===== config.mk =====
export PLATFORM = sky130hd
export DESIGN_NAME = trie_node_rlp_decoder
export DESIGN_NICKNAME = d
export VERILOG_FILES = /design/src/hw/rtl/trie_pkg.sv /design/src/hw/rtl/trie_parse.sv /design/src/hw/rtl/trie_out.sv /design/src/hw/rtl/trie_node_rlp_decoder.sv
export SDC_FILE = /design/constraint.sdc
export NUM_CORES = 1
export LEC_CHECK = 0
export BUFFER_PORTS_ARGS = -buffer_cell sky130_fd_sc_hd__buf_4
export CORE_MARGIN = 2
export CORE_UTILIZATION = 55
export DETAILED_ROUTE_END_ITERATION = 10
export PLACE_DENSITY = 0.74
export SYNTH_ARGS = -nofsm -noshare
export SYNTH_HDL_FRONTEND = slang
export SYNTH_HIERARCHICAL = 1
export SYNTH_SLANG_ARGS = --single-unit

===== constraint.sdc =====
create_clock -name clock -period 21.9 [get_ports clock]
set_clock_uncertainty 0.2 [all_clocks]
set_input_delay 3.285 -clock clock [delete_from_list [all_inputs] [get_ports clock]]
set_output_delay 3.285 -clock clock [all_outputs]
set_load 0.005 [all_outputs]

===== src/hw/rtl/trie_pkg.sv =====
package trie_pkg;

   localparam int LENGTH_BITS = 16;
   localparam int LEN_BYTES   = (LENGTH_BITS + 7) / 8;
   localparam int LB_W        = 4;
   localparam int POS_W       = 17;
   localparam int ACC_W       = 33;

   typedef enum logic [5:0] {
      PH_OUTER_HDR  = 6'b000001,
      PH_OUTER_LEN  = 6'b000010,
      PH_FIELD_HDR  = 6'b000100,
      PH_FIELD_LEN  = 6'b001000,
      PH_FIELD_BODY = 6'b010000,
      PH_DONE       = 6'b100000
   } phase_type;

   localparam logic [1:0] SHAPE_EMPTY  = 2'd0;
   localparam logic [1:0] SHAPE_INLINE = 2'd1;
   localparam logic [1:0] SHAPE_HASH   = 2'd2;
   localparam logic [1:0] SHAPE_OTHER  = 2'd3;

   localparam logic [1:0] KIND_NONE   = 2'd0;
   localparam logic [1:0] KIND_LEAF   = 2'd1;
   localparam logic [1:0] KIND_EXT    = 2'd2;
   localparam logic [1:0] KIND_BRANCH = 2'd3;

   localparam logic [4:0] BRANCH_FIELDS = 5'd17;

   typedef struct packed {
      logic       record_type;
      logic [4:0] field_index;
      logic       field_is_list;
      logic [15:0] field_start;
      logic [1:0] header_size;
      logic [15:0] content_size;
      logic [1:0] child_shape;
      logic [1:0] node_kind;
      logic [6:0] path_nibbles;
      logic       path_odd;
      logic       node_valid;
      logic       last_result;
   } rec_type;

   // Result items caused by one byte: up to a descriptor and a verdict.
   typedef struct packed {
      logic    desc_valid;
      logic    verd_valid;
      rec_type desc;
      rec_type verd;
   } step_type;

endpackage


===== src/hw/rtl/trie_parse.sv =====
module trie_parse (
   input  logic                clock,
   input  logic                reset,
   input  logic                step_en,
   input  logic [7:0]          data_byte,
   input  logic                end_of_node,
   output trie_pkg::step_type  step
);

   localparam logic [trie_pkg::ACC_W-1:0] LEN_LIMIT_HI =
      trie_pkg::ACC_W'((64'd1 << trie_pkg::LENGTH_BITS) - 1) >> 8;

   trie_pkg::phase_type phase_ff, phase_in;
   logic [trie_pkg::POS_W-1:0] pos_ff, pos_in;
   logic [trie_pkg::ACC_W-1:0] outer_ff, outer_in, field_rem_ff, field_rem_in;
   logic [trie_pkg::ACC_W-1:0] acc_ff, acc_in;
   logic [trie_pkg::LB_W-1:0]  lbl_ff, lbl_in;
   logic [4:0]  count_ff, count_in;
   logic [15:0] fstart_ff, fstart_in;
   logic [1:0]  hsize_ff, hsize_in;
   logic        is_list_ff, is_list_in;
   logic        cap_ff, cap_in;
   logic [7:0]  first_byte_ff, first_byte_in;
   logic [1:0]  second_shape_ff, second_shape_in;
   logic        child_ok_ff, child_ok_in;
   logic        err_ff, err_in;
   logic        first_list_ff, first_list_in;
   logic [trie_pkg::ACC_W-1:0] first_size_ff, first_size_in;

   // Scratch for one byte.
   logic                        desc_fire;
   logic [trie_pkg::ACC_W-1:0]  d_content;
   logic [1:0]                  d_hdr;
   logic                        d_list;
   logic [1:0]                  d_shape;
   logic [trie_pkg::ACC_W-1:0]  acc_next;
   logic [trie_pkg::LB_W-1:0]   width;
   logic                        fin_hdr;
   logic [trie_pkg::ACC_W-1:0]  fin_content;
   logic                        ok;
   logic [1:0]                  kind;
   logic [6:0]                  nib;
   logic                        odd;
   logic [3:0]                  flag;
   logic [6:0]                  c7;

   always_comb begin
      phase_in        = phase_ff;
      outer_in        = outer_ff;
      field_rem_in    = field_rem_ff;
      acc_in          = acc_ff;
      lbl_in          = lbl_ff;
      count_in        = count_ff;
      fstart_in       = fstart_ff;
      hsize_in        = hsize_ff;
      is_list_in      = is_list_ff;
      cap_in          = cap_ff;
      first_byte_in   = first_byte_ff;
      second_shape_in = second_shape_ff;
      child_ok_in     = child_ok_ff;
      err_in          = err_ff;
      first_list_in   = first_list_ff;
      first_size_in   = first_size_ff;
      pos_in          = (pos_ff == '1) ? pos_ff : pos_ff + 1'b1;
      desc_fire   = 1'b0;
      d_content   = '0;
      d_hdr       = hsize_ff;
      d_list      = is_list_ff;
      fin_hdr     = 1'b0;
      fin_content = '0;
      width       = '0;
      acc_next    = {acc_ff[trie_pkg::ACC_W-9:0], data_byte};

      if (!err_ff) begin
         unique case (phase_ff)
            trie_pkg::PH_OUTER_HDR: begin
               if (data_byte < 8'hc0) begin
                  err_in = 1'b1;
               end else if (data_byte <= 8'hf7) begin
                  outer_in = trie_pkg::ACC_W'(data_byte - 8'hc0);
                  phase_in = (data_byte == 8'hc0) ? trie_pkg::PH_DONE
                                                  : trie_pkg::PH_FIELD_HDR;
               end else if (32'(data_byte - 8'hf7) > trie_pkg::LEN_BYTES) begin
                  err_in = 1'b1;
               end else begin
                  lbl_in   = trie_pkg::LB_W'(data_byte - 8'hf7);
                  acc_in   = '0;
                  phase_in = trie_pkg::PH_OUTER_LEN;
               end
            end
            trie_pkg::PH_OUTER_LEN: begin
               if (acc_ff > LEN_LIMIT_HI) begin
                  err_in = 1'b1;
               end else begin
                  acc_in = acc_next;
                  lbl_in = lbl_ff - 1'b1;
                  if (lbl_ff == trie_pkg::LB_W'(1)) begin
                     outer_in = acc_next;
                     phase_in = (acc_next == '0) ? trie_pkg::PH_DONE
                                                 : trie_pkg::PH_FIELD_HDR;
                  end
               end
            end
            trie_pkg::PH_FIELD_HDR: begin
               if (count_ff >= trie_pkg::BRANCH_FIELDS) begin
                  err_in = 1'b1;
               end else begin
                  fstart_in  = pos_ff[15:0];
                  outer_in   = outer_ff - 1'b1;
                  is_list_in = (data_byte >= 8'hc0);
                  d_list     = (data_byte >= 8'hc0);
                  if (data_byte <= 8'h7f) begin
                     hsize_in  = 2'd0;
                     d_hdr     = 2'd0;
                     d_content = trie_pkg::ACC_W'(1);
                     desc_fire = 1'b1;
                     if (count_ff == 5'd0) begin
                        cap_in        = 1'b1;
                        first_byte_in = data_byte;
                     end
                     count_in = count_ff + 1'b1;
                     phase_in = (outer_ff == trie_pkg::ACC_W'(1)) ? trie_pkg::PH_DONE
                                                                  : trie_pkg::PH_FIELD_HDR;
                  end else if (data_byte <= 8'hb7 ||
                               (data_byte >= 8'hc0 && data_byte <= 8'hf7)) begin
                     hsize_in    = 2'd1;
                     d_hdr       = 2'd1;
                     fin_hdr     = 1'b1;
                     fin_content = trie_pkg::ACC_W'(data_byte <= 8'hb7 ? data_byte - 8'h80
                                                                       : data_byte - 8'hc0);
                  end else begin
                     width = trie_pkg::LB_W'(data_byte <= 8'hbf ? data_byte - 8'hb7
                                                                : data_byte - 8'hf7);
                     if (32'(width) > trie_pkg::LEN_BYTES ||
                         trie_pkg::ACC_W'(width) > outer_ff - 1'b1) begin
                        err_in = 1'b1;
                     end else begin
                        hsize_in = 2'(width + 1'b1);
                        lbl_in   = width;
                        acc_in   = '0;
                        phase_in = trie_pkg::PH_FIELD_LEN;
                     end
                  end
               end
            end
            trie_pkg::PH_FIELD_LEN: begin
               if (acc_ff > LEN_LIMIT_HI) begin
                  err_in = 1'b1;
               end else begin
                  acc_in   = acc_next;
                  lbl_in   = lbl_ff - 1'b1;
                  outer_in = outer_ff - 1'b1;
                  if (lbl_ff == trie_pkg::LB_W'(1)) begin
                     fin_hdr     = 1'b1;
                     fin_content = acc_next;
                  end
               end
            end
            trie_pkg::PH_FIELD_BODY: begin
               if (count_ff == 5'd0 && !cap_ff) begin
                  cap_in        = 1'b1;
                  first_byte_in = data_byte;
               end
               outer_in     = outer_ff - 1'b1;
               field_rem_in = field_rem_ff - 1'b1;
               if (field_rem_ff == trie_pkg::ACC_W'(1)) begin
                  count_in = count_ff + 1'b1;
                  phase_in = (outer_ff == trie_pkg::ACC_W'(1)) ? trie_pkg::PH_DONE
                                                               : trie_pkg::PH_FIELD_HDR;
               end
            end
            default: begin
               err_in = 1'b1;
            end
         endcase

         // Close a header: check against the outer list, then describe.
         if (fin_hdr) begin
            if (fin_content > outer_in) begin
               err_in = 1'b1;
            end else begin
               desc_fire    = 1'b1;
               d_content    = fin_content;
               field_rem_in = fin_content;
               if (fin_content == '0) begin
                  count_in = count_ff + 1'b1;
                  phase_in = (outer_in == '0) ? trie_pkg::PH_DONE : trie_pkg::PH_FIELD_HDR;
               end else begin
                  phase_in = trie_pkg::PH_FIELD_BODY;
               end
            end
         end
      end

      if (d_list)
         d_shape = (trie_pkg::ACC_W'(d_hdr) + d_content < trie_pkg::ACC_W'(32))
                   ? trie_pkg::SHAPE_INLINE : trie_pkg::SHAPE_OTHER;
      else if (d_hdr == 2'd0)
         d_shape = trie_pkg::SHAPE_OTHER;
      else if (d_content == '0)
         d_shape = trie_pkg::SHAPE_EMPTY;
      else if (d_content == trie_pkg::ACC_W'(32))
         d_shape = trie_pkg::SHAPE_HASH;
      else
         d_shape = trie_pkg::SHAPE_OTHER;

      if (desc_fire) begin
         if (count_ff == 5'd0) begin
            first_list_in = d_list;
            first_size_in = d_content;
         end
         if (count_ff == 5'd1)
            second_shape_in = d_shape;
         if (count_ff < 5'd16 && d_shape == trie_pkg::SHAPE_OTHER)
            child_ok_in = 1'b0;
      end

      // Verdict on the state after this byte.
      ok   = !err_in && phase_in == trie_pkg::PH_DONE;
      kind = trie_pkg::KIND_NONE;
      nib  = '0;
      odd  = 1'b0;
      flag = first_byte_in[7:4];
      c7   = first_size_in[6:0];
      if (ok && count_in == 5'd2) begin
         if (first_list_in || first_size_in == '0 ||
             first_size_in > trie_pkg::ACC_W'(33) || flag > 4'd3) begin
            ok = 1'b0;
         end else begin
            odd = flag[0];
            if (odd ? (c7 > 7'd32) : (first_byte_in[3:0] != 4'd0))
               ok = 1'b0;
            nib = odd ? 7'((c7 << 1) - 7'd1) : 7'((c7 << 1) - 7'd2);
            if (ok && flag[1])
               kind = trie_pkg::KIND_LEAF;
            else if (ok && nib != 7'd0 && second_shape_in != trie_pkg::SHAPE_OTHER)
               kind = trie_pkg::KIND_EXT;
            else
               ok = 1'b0;
         end
      end else if (ok && count_in == trie_pkg::BRANCH_FIELDS) begin
         ok   = child_ok_in;
         kind = trie_pkg::KIND_BRANCH;
      end else begin
         ok = 1'b0;
      end
      if (!ok || kind == trie_pkg::KIND_BRANCH) begin
         nib = '0;
         odd = 1'b0;
      end
      if (!ok)
         kind = trie_pkg::KIND_NONE;

      step = '0;
      step.desc_valid = desc_fire;
      step.verd_valid = end_of_node;
      step.desc.field_index   = count_ff;
      step.desc.field_is_list = d_list;
      step.desc.field_start   = desc_fire ? fstart_in : 16'd0;
      step.desc.header_size   = d_hdr;
      step.desc.content_size  = d_content[15:0];
      step.desc.child_shape   = d_shape;
      step.desc.last_result   = !end_of_node;
      step.verd.record_type   = 1'b1;
      step.verd.node_kind     = kind;
      step.verd.path_nibbles  = nib;
      step.verd.path_odd      = odd;
      step.verd.node_valid    = ok;
      step.verd.last_result   = 1'b1;
   end

   always_ff @(posedge clock) begin
      if (reset || (step_en && end_of_node)) begin
         phase_ff        <= trie_pkg::PH_OUTER_HDR;
         pos_ff          <= '0;
         outer_ff        <= '0;
         field_rem_ff    <= '0;
         acc_ff          <= '0;
         lbl_ff          <= '0;
         count_ff        <= '0;
         fstart_ff       <= '0;
         hsize_ff        <= '0;
         is_list_ff      <= 1'b0;
         cap_ff          <= 1'b0;
         first_byte_ff   <= '0;
         second_shape_ff <= '0;
         child_ok_ff     <= 1'b1;
         err_ff          <= 1'b0;
         first_list_ff   <= 1'b0;
         first_size_ff   <= '0;
      end else if (step_en) begin
         phase_ff        <= phase_in;
         pos_ff          <= pos_in;
         outer_ff        <= outer_in;
         field_rem_ff    <= field_rem_in;
         acc_ff          <= acc_in;
         lbl_ff          <= lbl_in;
         count_ff        <= count_in;
         fstart_ff       <= fstart_in;
         hsize_ff        <= hsize_in;
         is_list_ff      <= is_list_in;
         cap_ff          <= cap_in;
         first_byte_ff   <= first_byte_in;
         second_shape_ff <= second_shape_in;
         child_ok_ff     <= child_ok_in;
         err_ff          <= err_in;
         first_list_ff   <= first_list_in;
         first_size_ff   <= first_size_in;
      end
   end

endmodule


===== src/hw/rtl/trie_out.sv =====
module trie_out (
   input  logic               clock,
   input  logic               reset,
   input  logic               load,
   input  trie_pkg::step_type step,
   output logic               busy,
   output logic               rsp_valid,
   input  logic               rsp_ready,
   output trie_pkg::rec_type  rec
);

   // Two-slot result holder: a byte's descriptor and verdict.
   trie_pkg::rec_type  slot_ff [2];
   trie_pkg::rec_type  slot_in [2];
   logic [1:0] vld_ff, vld_in;
   logic       pop;

   assign rsp_valid = vld_ff[0];
   assign rec       = slot_ff[0];
   assign pop       = rsp_valid && rsp_ready;
   assign busy      = vld_ff[1] || (vld_ff[0] && !pop);

   always_comb begin
      slot_in[0] = slot_ff[0];
      slot_in[1] = slot_ff[1];
      vld_in     = vld_ff;
      if (pop) begin
         slot_in[0] = slot_ff[1];
         vld_in     = {1'b0, vld_ff[1]};
      end
      if (load) begin
         if (step.desc_valid) begin
            slot_in[0] = step.desc;
            slot_in[1] = step.verd;
            vld_in     = {step.verd_valid, 1'b1};
         end else if (step.verd_valid) begin
            slot_in[0] = step.verd;
            vld_in     = 2'b01;
         end
      end
   end

   always_ff @(posedge clock) begin
      if (reset) begin
         vld_ff <= '0;
      end else begin
         vld_ff <= vld_in;
      end
      slot_ff[0] <= slot_in[0];
      slot_ff[1] <= slot_in[1];
   end

endmodule


===== src/hw/rtl/trie_node_rlp_decoder.sv =====
// Streaming RLP decoder for one trie node, one byte per item. Each byte
// yields zero, one or two results: a field descriptor on the byte that
// completes a field header, and a verdict (leaf, extension, branch or
// invalid) on the byte marked end_of_node. A byte is taken in every cycle
// while the result holder is free; a byte that makes two results holds
// req_ready low while the first of them drains. The first result of a
// byte is registered and appears in the cycle after the byte is taken.
// The parser returns to its reset state after every verdict.
module trie_node_rlp_decoder (
   input  logic        clock,
   input  logic        reset,
   input  logic        req_valid,
   output logic        req_ready,
   input  logic [7:0]  req_data_byte,
   input  logic        req_end_of_node,
   output logic        rsp_valid,
   input  logic        rsp_ready,
   output logic        rsp_record_type,
   output logic [4:0]  rsp_field_index,
   output logic        rsp_field_is_list,
   output logic [15:0] rsp_field_start,
   output logic [1:0]  rsp_header_size,
   output logic [15:0] rsp_content_size,
   output logic [1:0]  rsp_child_shape,
   output logic [1:0]  rsp_node_kind,
   output logic [6:0]  rsp_path_nibbles,
   output logic        rsp_path_odd,
   output logic        rsp_node_valid,
   output logic        rsp_last_result
);

   trie_pkg::step_type step;
   trie_pkg::rec_type  rec;
   logic busy;
   logic accept;

   // Accept a byte whenever the result holder can take all its results.
   assign req_ready = !busy;
   assign accept    = req_valid && req_ready;

   trie_parse u_parse (
      .clock       (clock),
      .reset       (reset),
      .step_en     (accept),
      .data_byte   (req_data_byte),
      .end_of_node (req_end_of_node),
      .step        (step)
   );

   trie_out u_out (
      .clock     (clock),
      .reset     (reset),
      .load      (accept),
      .step      (step),
      .busy      (busy),
      .rsp_valid (rsp_valid),
      .rsp_ready (rsp_ready),
      .rec       (rec)
   );

   assign rsp_record_type   = rec.record_type;
   assign rsp_field_index   = rec.field_index;
   assign rsp_field_is_list = rec.field_is_list;
   assign rsp_field_start   = rec.field_start;
   assign rsp_header_size   = rec.header_size;
   assign rsp_content_size  = rec.content_size;
   assign rsp_child_shape   = rec.child_shape;
   assign rsp_node_kind     = rec.node_kind;
   assign rsp_path_nibbles  = rec.path_nibbles;
   assign rsp_path_odd      = rec.path_odd;
   assign rsp_node_valid    = rec.node_valid;
   assign rsp_last_result   = rec.last_result;

endmodule


==> results_dict.tcl, run 1 <==
set metrics [dict create \
    wl_per_cell_um 20.41 \
    r2r_setup_slack_ns 12.73 \
    power.density_nw_per_um2 76.98 \
    place_area_um2 18090 \
    insertedDiodeCount 0 \
    status "completed" \
    slowest_stage "a221oi_1" \
    slew_headroom_pct 22.03 \
    wirelength_mm 54.22 \
    synth_area_leader_cell "dfxtp_1" \
    cpPeakStageDelay_ns 0.71 \
    row_count 66 \
    worstPathMaxFanout 20 \
    io_buffers 69 \
    synth_cell_type_count 89 \
    grt_pass1_vias 15660 \
    synth-edff-count 55 \
    drtAntennaViolNets 0 \
    irDropWorstVdd_mv 0.05067 \
    synth_flop_cell "dfxtp_1" \
    worst_slack_ns 11.15 \
    pwr-share-clk_pct 41.2 \
    fin_nets 2260 \
    place.gp.congestion 1.035 \
    pin_count 70 \
    swShare_pct 28.21 \
    fp.dieW_um 185.8 \
    final_layout_size_suffix_gt1_share_pct 8.491 \
    via_count 16780 \
    p_int_mw 1.066 \
    grt_max_degree 85 \
    drt_pass1_iterations 8 \
    cp.arrival_ns 10.99 \
    path_class "in -> reg" \
    crit_path_start_kind "primary input" \
    clockRootBuffer "clkbuf_16" \
    grt_pass1_wl_mm 85.42 \
    worst_slew_pin_slew_ns 1.159 \
    die_area_um2 34530 \
    rsz0062_at_grt "false" \
    synthTopCellsByCount "nand2_1, dfxtp_1, nor2_1" \
    yosysTopAreaCellShare_pct 27.97 \
    synthCells 2283 \
    ys_ff_latch 309 \
    p_sw_mw 0.4189 \
    cts_sinks 309 \
    fillers 2987 \
    finalInstanceArea_um2 19290 \
    yosys_warnings 6 \
    hold_viol 0 \
    hpwl_mm 36.53 \
    cts_buffer_depth 3 \
    power.share.combinational_pct 16.5 \
    register_area_um2 6736 \
    start_util_pct 55.88 \
    dieHeight_um 185.8 \
    initialDrtViolationCount 1869 \
    vias_per_cell 6.319 \
    synth_most_common_cell "nand2_1" \
    fin_crit_ns 10.75 \
    cts.clk_slew.worst_paths_ns 0.06 \
    drc 0 \
    synthArstFlopShare_pct 0 \
    hold_buffers 0 \
    max_clock_freq_mhz 93.03 \
    setup_tns_ns 0 \
    antenna_found_initial 0 \
    final.period_utilization_pct 49.08 \
    multiInputGateArea_um2 9962 \
    grt-ovfl-total 0 \
    syn-mean-instance-area_um2 7.964 \
    slew_violations 0 \
    drv_cap 0 \
    setup_viol 0 \
    yosys-top-cells-area "dfxtp_1, edfxtp_1, nand2_1" \
    endpoint_kind "flop" \
    seq_area_frac_synth_pct 37.05 \
    cts_setup_buffers 0 \
    core_um2 32540 \
    pre_cts_slack_ns 10.84 \
    p_seq_share_pct 42.3 \
    cts_resized 0 \
    numCtsBuffers 35 \
    cts_tree "done" \
    syn2layout_area_growth_pct 6.090 \
    htree_levels 2 \
    min_path_type "reg -> reg" \
    grt_usage_pct 31.07 \
    crit_required_ns 22.14 \
    mappedNetlistArea_um2 18180 \
    total_leakage_power_nw 7.362 \
    insertion_delay_ns 0.53 \
]
-- kinds of logic (layout without fill, tap and decap cells) --
logic type,Yosys count,count (layout),share of synthesized area [%]
mux,11,11,0.6193
fa+ha+maj,59,59,4.060
flops,309,309,37.05
compound gates,576,576,21.08
other cells,2,73,0.04130
xor+xnor,48,48,2.312
simple gates,940,940,24.87
buf+inv,338,198,9.964
-- critical path: cells and delay by family --
family	cells	cell delay (ns)
AO/OA/AOI/OAI	14	3.46
adder cells (fa/ha/maj)	3	0.90
AND/OR/NAND/NOR	11	2.88
buffers and inverters	2	0.43
-- power by group through the flow --
stage	registers [mW]	clock network, mW	logic (mW)
6_report	0.628	0.612	0.245
5_1_grt	0.630	0.645	0.268
4_1_cts	0.627	0.620	0.238
3_5_place_dp	0.639	0	0.237
3_3_place_gp	0.639	0	0.234
2_1_floorplan	0.626	0	0.198
-- path summary, 6_finish.rpt --
check	start	end	cells after the start
setup / recovery	req_data_byte[7]	u_out/slot_ff[0][3]	30
hold / removal	u_parse/fstart_ff[10]	u_parse/fstart_ff[10]	2
setup reg to reg	u_parse/acc_ff[14]	u_out/slot_ff[0][3]	28
hold reg to reg	u_parse/fstart_ff[10]	u_parse/fstart_ff[10]	2
-- state kept, by name, indices dropped and copies added (netlist names), 5 cells and up --
name,count
u_parse/outer_ff,33
u_parse/acc_ff,33
u_parse/phase_ff,6
u_out/slot_ff,110
u_parse/first_byte_ff,8
u_parse/field_rem_ff,33
u_parse/fstart_ff,16
u_parse/first_size_ff,33
u_parse/count_ff,5
u_parse/pos_ff,17
-- metal layers --
layer | track usage, % | routed length, um | vias up
met4 | 14.77 | 2758 | 0
met5 | 0 | 0 | -
met2 | 49.62 | 24130 | 791
met3 | 5.087 | 4483 | 185
li1 | - | - | 7922
met1 | 41.01 | 22850 | 7884
-- final cells by class --
| class | count | area share [%] |
|---|---|---|
| Multi-Input combinational cell | 1707 | 51.64 |
| Sequential cell | 309 | 34.92 |
| Clock buffer | 53 | 5.474 |
| Timing Repair Buffer | 89 | 3.464 |
| Tap cell | 442 | 2.867 |
| Inverter | 46 | 0.8951 |
| Clock inverter | 10 | 0.7330 |
-- layout by cell type, fill, tap and decap left out, types with 23 or more instances in the layout --
master / count
nand2_1: 319
dfxtp_1: 254
nor2_1: 217
a21oi_1: 168
buf_4: 89
o21ai_0: 82
conb_1: 73
nor3_1: 71
a32oi_1: 59
o22ai_1: 59
ha_1: 59
edfxtp_1: 55
nand3_1: 53
and3_1: 53
nor4_1: 52
a211oi_1: 48
inv_1: 45
clkbuf_16: 37
nand4_1: 36
xor2_1: 24
xnor2_1: 24
or3_1: 23
-- metrics by stage --
stage | cells | util (%) | hold WS (ns) | total power, mW
after floorplan | 2354 | - | 0.2251 | 0.8245
after global placement | 2593 | 55.61 | 0.2392 | 0.8726
after detailed placement | 2593 | 55.61 | 0.2416 | 0.8763
after CTS | 2656 | 59.29 | 0.2516 | 1.485
after global routing | 2656 | 59.29 | 0.2743 | 1.543
final | 2656 | 59.29 | 0.2572 | 1.485
Note: power is estimated with default switching activity, not from simulation.
==> run 2, diff against run 1 <==
==> constraint.sdc (replaced) <==
create_clock -name clock -period 10.91 [get_ports clock]
set_clock_uncertainty 0.2 [all_clocks]
set_input_delay 1.6365 -clock clock [delete_from_list [all_inputs] [get_ports clock]]
set_output_delay 1.6365 -clock clock [all_outputs]
set_load 0.005 [all_outputs]
==> run 2 against run 1 <==
Core utilization is 0.20 points lower. Die area stayed put. First-iteration DRC count is 12% lower. Cell count stayed put. Largest power group unchanged.
==> results_dict.tcl, run 2 (synthesis results as in run 1) <==
set metrics [dict create \
    crit_required_ns 11.15 \
    power.density_nw_per_um2 151.0 \
    grt_pass1_wl_mm 85.24 \
    io_buffers 69 \
    largest_reg_flops 110 \
    cp.arrival_ns 9.42 \
    irDropWorstVdd_mv 0.08554 \
    numCtsBuffers 35 \
    grt_pass1_vias 15440 \
    drtAntennaViolNets 0 \
    crit_path_start_kind "primary input" \
    total_power_mw 2.903 \
    insertedDiodeCount 0 \
    slew_headroom_pct 18.40 \
    pwr-share-clk_pct 39.7 \
    cts.clk_slew.worst_paths_ns 0.06 \
    place_area_um2 18100 \
    grt-ovfl-total 0 \
    hold_viol 0 \
    place.gp.congestion 1.019 \
    total_leakage_power_nw 7.331 \
    htree_levels 2 \
    cts_buffer_depth 3 \
    cts_setup_buffers 0 \
    insertion_delay_ns 0.52 \
    row_count 66 \
    rsz0062_at_grt "false" \
    worstPathMaxFanout 20 \
    utilization_pct 59.09 \
    final_layout_size_suffix_gt1_share_pct 8.627 \
    clockRootBuffer "clkbuf_16" \
    fin_crit_ns 9.173 \
    fp.dieW_um 185.8 \
    slew_violations 0 \
    setup_viol 0 \
    min_path_type "reg -> reg" \
    grt_max_degree 95 \
    path_class "in -> reg" \
    r2r-start "u_parse/acc_ff[14]" \
    drv_cap 0 \
    swShare_pct 28.62 \
    pin_count 70 \
    syn2layout_area_growth_pct 5.732 \
    setup_tns_ns 0 \
    dieHeight_um 185.8 \
    max_clock_freq_mhz 109.0 \
    largest_register "u_out/slot_ff" \
    die_area_um2 34530 \
    drt_pass1_iterations 5 \
    final.period_utilization_pct 84.08 \
    p_int_mw 2.072 \
    via_count 16880 \
    antenna_found_initial 0 \
    start_util_pct 55.88 \
    power.share.combinational_pct 16.9 \
    drc 0 \
    status "completed" \
    cts_tree "done" \
    hold_buffers 0 \
    grt_usage_pct 31.03 \
    fin_nets 2261 \
    slowest_stage "a221oi_1" \
    wl_per_cell_um 20.37 \
    hold_start "u_parse/acc_ff[13]" \
    final_common_cell "nand2_1" \
    initialDrtViolationCount 1648 \
    hpwl_mm 36.77 \
    endpoint_kind "flop" \
    vias_per_cell 6.354 \
    core_um2 32540 \
    cts_sinks 309 \
    layout_common_cells "nand2_1, dfxtp_1, nor2_1" \
    fillers 2987 \
    cpPeakStageDelay_ns 0.75 \
    p_seq_share_pct 43.4 \
    wirelength_mm 54.11 \
    finalInstanceArea_um2 19220 \
    crit_start "req_data_byte[0]" \
    cts_resized 0 \
    worst_slew_pin_slew_ns 1.224 \
    p_sw_mw 0.8309 \
]
[run 2: stage by stage]
stage / instances / setup WS, ns / hold WS, ns
after floorplan: 2354 / 2.688 / 0.2251
after global placement: 2594 / 1.806 / 0.2368
after detailed placement: 2594 / 1.535 / 0.2411
after CTS: 2656 / 2.041 / 0.2524
after global routing: 2656 / 1.040 / 0.2725
final: 2656 / 1.737 / 0.2510
[run 2: power by group through the flow]
| stage | logic [mW] | registers, mW | clock network [mW] |
|---|---|---|---|
| CTS | 0.478 | 1.26 | 1.17 |
| global placement | 0.471 | 1.28 | 0 |
| floorplan | 0.398 | 1.26 | 0 |
| detailed placement | 0.476 | 1.28 | 0 |
| finish | 0.490 | 1.26 | 1.15 |
| global route | 0.536 | 1.27 | 1.22 |
[run 2: metal layers]
layer / GRT usage (%) / vias up / wire [um]
met5: 0 / - / 0
met1: 41.23 / 7957 / 22690
met2: 49.80 / 813 / 24520
li1: - / 7943 / -
met3: 4.989 / 163 / 4449
met4: 13.67 / 0 / 2454
[run 2: path summary, 6_finish.rpt]
check | slack [ns] | cells after the start | end
max | 1.74 | 30 | u_out/slot_ff[0][3]
min | 0.25 | 2 | u_parse/acc_ff[13]
max reg2reg | 1.78 | 28 | u_out/slot_ff[0][3]
min reg2reg | 0.25 | 2 | u_parse/acc_ff[13]
[run 2: area by class of cell]
type / count / area [um^2] / share of cell area [%]
Clock inverter: 12 / 111.4 / 0.5792
Inverter: 46 / 172.7 / 0.8981
Multi-Input combinational cell: 1707 / 9962 / 51.82
Timing Repair Buffer: 90 / 675.6 / 3.514
Clock buffer: 50 / 1013 / 5.272
Sequential cell: 309 / 6736 / 35.04
Tap cell: 442 / 553.0 / 2.877
[run 2: worst max-delay path, delay by kind of cell]
family | cells | cell delay, ns
compound gates | 14 | 3.51
fa+ha+maj | 3 | 0.88
simple gates | 11 | 2.85
buf+inv | 2 | 0.52
